==> config.mk <==
export PLATFORM = sky130hd
export DESIGN_NAME = apu_step
export DESIGN_NICKNAME = d
export VERILOG_FILES = /design/src/hw/rtl/apu_pkg.sv /design/src/hw/rtl/apu_step.sv
export SDC_FILE = /design/constraint.sdc
export NUM_CORES = 2
export LEC_CHECK = 0
export BUFFER_PORTS_ARGS = -buffer_cell sky130_fd_sc_hd__buf_2
export CORE_ASPECT_RATIO = 0.7
export CORE_UTILIZATION = 56
export CTS_BUF_LIST = sky130_fd_sc_hd__clkbuf_2 sky130_fd_sc_hd__clkbuf_4 sky130_fd_sc_hd__clkbuf_8
export DETAILED_ROUTE_END_ITERATION = 12
export PLACE_DENSITY = 0.77
export SLEW_MARGIN = 15
export SYNTH_ARGS = -nofsm -noshare
export SYNTH_HDL_FRONTEND = slang
export SYNTH_SLANG_ARGS = --single-unit
==> constraint.sdc <==
create_clock -name clk -period 6.5 [get_ports clk]
set_clock_uncertainty 0.05 [all_clocks]
set_input_delay 0.325 -clock clk [delete_from_list [all_inputs] [get_ports clk]]
set_output_delay 0.325 -clock clk [all_outputs]
set_load 0.1 [all_outputs]
==> src/hw/rtl/apu_pkg.sv <==
// apu_pkg: shared types and constants of the Adam parameter update core.
// No dependencies; imported by every module of the block but apu_ram.
package apu_pkg;

    // register indexes (byte address = 4 * index)
    localparam logic [1:0] REG_LEARNING_RATE = 2'd0;
    localparam logic [1:0] REG_BETA_ONE      = 2'd1;
    localparam logic [1:0] REG_BETA_TWO      = 2'd2;

    localparam logic [23:0] LR_RESET  = 24'd16777;
    localparam logic [15:0] B1_RESET  = 16'd58982;
    localparam logic [15:0] B2_RESET  = 16'd65470;
    localparam logic [31:0] POWER_ONE = 32'hFFFF_FFFF;

    // epsilon of 1e-7 in Q8.24, and the clip on the update magnitude
    localparam logic [32:0] EPS_Q24 = 33'd2;
    localparam logic [33:0] MAG_CAP = 34'h2_0000_0000;

    typedef struct packed {
        logic [23:0] learning_rate;
        logic [15:0] beta_one;
        logic [15:0] beta_two;
    } cfg_t;

    typedef struct packed {
        logic        done;
        logic [31:0] rate;
    } step_stat_t;

    // one accepted parameter with the rate snapshot taken at acceptance
    typedef struct packed {
        logic [15:0]        idx;
        logic signed [31:0] param;
        logic signed [31:0] grad;
        logic [31:0]        rate;
    } item_t;

    // updated moments handed from the moment stage to the quotient pipeline
    typedef struct packed {
        logic [15:0]        idx;
        logic signed [31:0] param;
        logic signed [31:0] m;
        logic [47:0]        v;
        logic [31:0]        rate;
    } mom_t;

    typedef struct packed {
        logic [15:0]        idx;
        logic signed [31:0] new_param;
        logic               sat;
    } result_t;

    // one moment memory word
    typedef struct packed {
        logic        touched;
        logic [47:0] v;
        logic [31:0] m;
    } entry_t;

endpackage

==> src/hw/rtl/apu_step.sv <==
// apu_step: step sequencer; advances the beta powers and the bias-corrected rate
// with a serial square root and a serial restoring divider. Depends on apu_pkg.
module apu_step (
    input  logic              clk,
    input  logic              rst_n,
    input  apu_pkg::cfg_t     cfg,
    input  logic              req,
    input  logic              take,
    output apu_pkg::step_stat_t stat
);
    import apu_pkg::*;

    localparam logic [5:0] ROOT_LAST = 6'd24;
    localparam logic [5:0] DIV_LAST  = 6'd56;

    typedef enum logic [2:0] {
        ST_IDLE, ST_POW, ST_PREP, ST_ROOT, ST_SCALE, ST_DIV, ST_FIN, ST_DONE
    } state_t;

    state_t      state_reg, state_next;
    logic [31:0] p1_reg, p1_next, p2_reg, p2_next;
    logic [32:0] om1_reg, om1_next;
    logic [49:0] x_reg, x_next;
    logic [26:0] r_reg, r_next;
    logic [24:0] root_reg, root_next;
    logic [56:0] num_reg, num_next;
    logic [32:0] rem_reg, rem_next;
    logic [56:0] quo_reg, quo_next;
    logic [5:0]  cnt_reg, cnt_next;
    logic [31:0] rate_reg, rate_next;

    logic [47:0] p1_prod, p2_prod;
    logic [28:0] rs, rt;
    logic [33:0] dt;
    logic [48:0] scale_prod;
    logic [32:0] om2;

    assign p1_prod    = 48'(p1_reg) * 48'(cfg.beta_one);
    assign p2_prod    = 48'(p2_reg) * 48'(cfg.beta_two);
    assign om2        = 33'h1_0000_0000 - 33'(p2_reg);
    assign rs         = {r_reg, x_reg[49:48]};
    assign rt         = {2'b00, root_reg, 2'b01};
    assign dt         = {rem_reg, num_reg[56]};
    assign scale_prod = 49'(cfg.learning_rate) * 49'(root_reg);

    always_comb
    begin
        state_next = state_reg;
        p1_next    = p1_reg;
        p2_next    = p2_reg;
        om1_next   = om1_reg;
        x_next     = x_reg;
        r_next     = r_reg;
        root_next  = root_reg;
        num_next   = num_reg;
        rem_next   = rem_reg;
        quo_next   = quo_reg;
        cnt_next   = cnt_reg;
        rate_next  = rate_reg;
        unique case (state_reg)
            ST_IDLE:
            begin
                if (req)
                begin
                    state_next = ST_POW;
                end
            end
            ST_POW:
            begin
                p1_next    = p1_prod[47:16];
                p2_next    = p2_prod[47:16];
                state_next = ST_PREP;
            end
            ST_PREP:
            begin
                om1_next   = 33'h1_0000_0000 - 33'(p1_reg);
                x_next     = {1'b0, om2, 16'd0};
                r_next     = '0;
                root_next  = '0;
                cnt_next   = '0;
                state_next = ST_ROOT;
            end
            ST_ROOT:
            begin
                if (rs >= rt)
                begin
                    r_next    = 27'(rs - rt);
                    root_next = {root_reg[23:0], 1'b1};
                end
                else
                begin
                    r_next    = rs[26:0];
                    root_next = {root_reg[23:0], 1'b0};
                end
                x_next   = {x_reg[47:0], 2'b00};
                cnt_next = cnt_reg + 6'd1;
                if (cnt_reg == ROOT_LAST)
                begin
                    state_next = ST_SCALE;
                end
            end
            ST_SCALE:
            begin
                num_next   = {scale_prod, 8'd0};
                rem_next   = '0;
                quo_next   = '0;
                cnt_next   = '0;
                state_next = ST_DIV;
            end
            ST_DIV:
            begin
                if (dt >= {1'b0, om1_reg})
                begin
                    rem_next = 33'(dt - {1'b0, om1_reg});
                    quo_next = {quo_reg[55:0], 1'b1};
                end
                else
                begin
                    rem_next = dt[32:0];
                    quo_next = {quo_reg[55:0], 1'b0};
                end
                num_next = {num_reg[55:0], 1'b0};
                cnt_next = cnt_reg + 6'd1;
                if (cnt_reg == DIV_LAST)
                begin
                    state_next = ST_FIN;
                end
            end
            ST_FIN:
            begin
                rate_next  = (|quo_reg[56:32]) ? 32'hFFFF_FFFF : quo_reg[31:0];
                state_next = ST_DONE;
            end
            ST_DONE:
            begin
                if (take)
                begin
                    state_next = ST_IDLE;
                end
            end
            default:
            begin
                state_next = ST_IDLE;
            end
        endcase
    end

    always_ff @(posedge clk or negedge rst_n)
    begin
        if (!rst_n)
        begin
            state_reg <= ST_IDLE;
            p1_reg    <= POWER_ONE;
            p2_reg    <= POWER_ONE;
            rate_reg  <= '0;
            cnt_reg   <= '0;
        end
        else
        begin
            state_reg <= state_next;
            p1_reg    <= p1_next;
            p2_reg    <= p2_next;
            rate_reg  <= rate_next;
            cnt_reg   <= cnt_next;
        end
    end

    always_ff @(posedge clk)
    begin
        om1_reg  <= om1_next;
        x_reg    <= x_next;
        r_reg    <= r_next;
        root_reg <= root_next;
        num_reg  <= num_next;
        rem_reg  <= rem_next;
        quo_reg  <= quo_next;
    end

    assign stat.done = (state_reg == ST_DONE);
    assign stat.rate = rate_reg;

endmodule

==> metrics <==
crit path setup slack, layout=-571 ps; Skew-Pair Late Insertion Delay=750 ps; Core Area=122000 um2; final WL=193000 um; Rel. slew slack=0.282; Initial Util=0.566; highest clock rate=141 MHz; Hold WC Path Type=primary input to async pin; fin crit period=7070 ps; Die W=421 um; Post-synth EDFFs=258; DRT Pass-1 Iters=8; number of routed nets with antenna violations=0; top cell type's share of synthesized area=0.389; status=complete, but fails checks; CTS tree=built; clk buf depth=3; Post-Syn Nets=9401; YS warnings=0; Layout area overhead=15.7%; Setup crit start kind=register; initial antenna violation count=4; register area share after synthesis=0.152; Die Ht=295 um; DP Cell Count=9433; area of the multi-input gates=53300 um2; die area=124000 um2; Final GP Congestion=0.945; Seq cells post-synth=363; routed len/inst=19.9 um; RSZ-0062 raised after global routing=true; CTS Buf Count=61; Final Instance Count excl. Fillers=9689; Distinct cells, synth=82; port bufs=92; Clk pin slew, worst setup/hold paths=80 ps; HPWL after DPL=150000 um; kind of critical path=register to register; top cells by instance count after synthesis=inv_1 (1462), fa_1 (1339), nand2_1 (1297), and2_1 (573), ha_1 (476); largest net degree at the start of global routing=95; Slew @ Worst Pin=1070 ps; Final nets=9874; top area cells in the synthesized netlist=fa_1 (39%), edfxtp_1 (11%), ha_1 (8.6%), inv_1 (8.0%), nand2_1 (7.1%); total track usage=0.312; clk sinks=363; failing checks=setup timing; CP arrival=7430 ps; DR vias=55200; vias per inst=5.70; most frequent cell after synthesis=inv_1; Largest register FFs=57; vias in the first global route=57200; DRC violations left=0; post-place setup slack=-706 ps; worst path required time=6860 ps; Main synth FF type=edfxtp_1; boundary pin count=93; Slew Limit Fails=0; register area=10500 um2; Max-Cap Viols=0; Final Cycle Share=1.09; # setup viols final=40; row count=107; Post-synth ARST share=0.289; htree depth=2; gate count of the mapped netlist=7526; filler cell count=9126; Fin. Hold Viols=0; Avg Cell Area, Syn=9.16 um2; largest area contributor in the netlist=fa_1; CP Capture Type=register; worst-path maximum fanout=15; Overflow after GRT=0; Mapped Area=68900 um2; DR iter-0 viols=5087; layout cell share with drive strength beyond 1=0.172; root buf cell=clkbuf_8; global-route wire length before repair=308000 um
[cell families (layout without fill, tap and decap cells)]
logic type                 count (synthesis)  after routing  synth area share
DFF                                      363            363             0.152
xor gates and xnor gates                 199            199            0.0253
and+or+nand+nor                         2472           2472             0.169
adders and majority gates               1816           1816             0.476
other                                      0              3                 0
buffers and inverters                   1887           2412             0.103
AOI/OAI and AO/OA                        749            749            0.0693
muxes                                     40             40           0.00588
[cell type report]
type	count	share of cell area
flip-flops and latches	363	0.132
inverters	1463	0.0689
repair buffers	834	0.0878
diodes	3	0.0000942
clock inverters	26	0.00330
well taps	1635	0.0257
multi-input cells	5276	0.669
clock buffers	89	0.0140
[final timing paths]
| check | start | to | slack, ps | depth (start not counted) |
|---|---|---|---|---|
| max reg2reg | root_reg[15] | num_reg[43] | -570 | 25 |
| min in group clk | take | state_reg[0] | 160 | 4 |
| max | root_reg[15] | num_reg[43] | -570 | 25 |
| max in group asynchronous | rst_n | p2_reg[3] | 4920 | 3 |
| min reg2reg | quo_reg[1] | rate_reg[1] | 430 | 1 |
| min | rst_n | rate_reg[13] | 140 | 2 |
[through the flow]
step	area, um2	setup TNS [ps]	hold slack [ps]	utilization
after floorplan	69300	-19.7	-20.6	-
after global placement	74900	-21130	369	0.615
after detailed placement	74900	-26480	368	0.615
after CTS	77800	-7900	114	0.638
after global routing	79700	-22640	186	0.654
final	79700	-11490	142	0.654
[layout by cell type, fill, tap and decap left out, drive strengths merged, types with 22 or more instances in the layout]
cell,count
o22a,32
nand4,38
buf,831
dfstp,64
nand2,1297
nand3,61
clkbuf,90
o21bai,25
and2,573
nor3,54
o21ai,160
dfrtp,41
nor2,228
nor2b,22
a21oi,234
edfxtp,258
ha,476
fa,1339
and3,93
xnor2,112
mux2i,36
a21o,111
inv,1464
a211oi,29
xor2,87
[per-layer routing]
metal	routed length, um	global-route usage	up-vias
li1	-	-	24000
met1	80200	0.453	27700
met2	83600	0.465	3109
met3	24900	0.0878	410
met4	4420	0.0676	4
met5	62	0	-
[worst max-delay path, stage by stage, from the launching register on]
cell	delay, ps
edfxtp_1	440
buf_4	170
buf_6	170
and2_1	160
fa_1	460
fa_1	550
inv_1	60
fa_1	470
fa_1	530
inv_1	60
fa_1	520
fa_1	540
inv_1	50
fa_1	500
inv_2	60
ha_4	240
a21o_1	200
buf_4	150
nor3_2	140
o21ai_2	100
a32oi_2	270
o41ai_4	140
o221ai_2	280
buf_4	180
xor2_1	140
a21oi_1	80
[timing repair]
action | CTS | global route
pin swaps | 96 | 232
buffers inserted | 75 | 74
endpoints found under the setup margin | 72 | 81
gates resized for setup | 219 | 341
hold buffers | 2 | 0
endpoints found under the hold margin | 48 | 0
cloned | 0 | 1
Power is not shown: default switching activity piles up to over one toggle a cycle in this logic, so the estimate is an artifact.
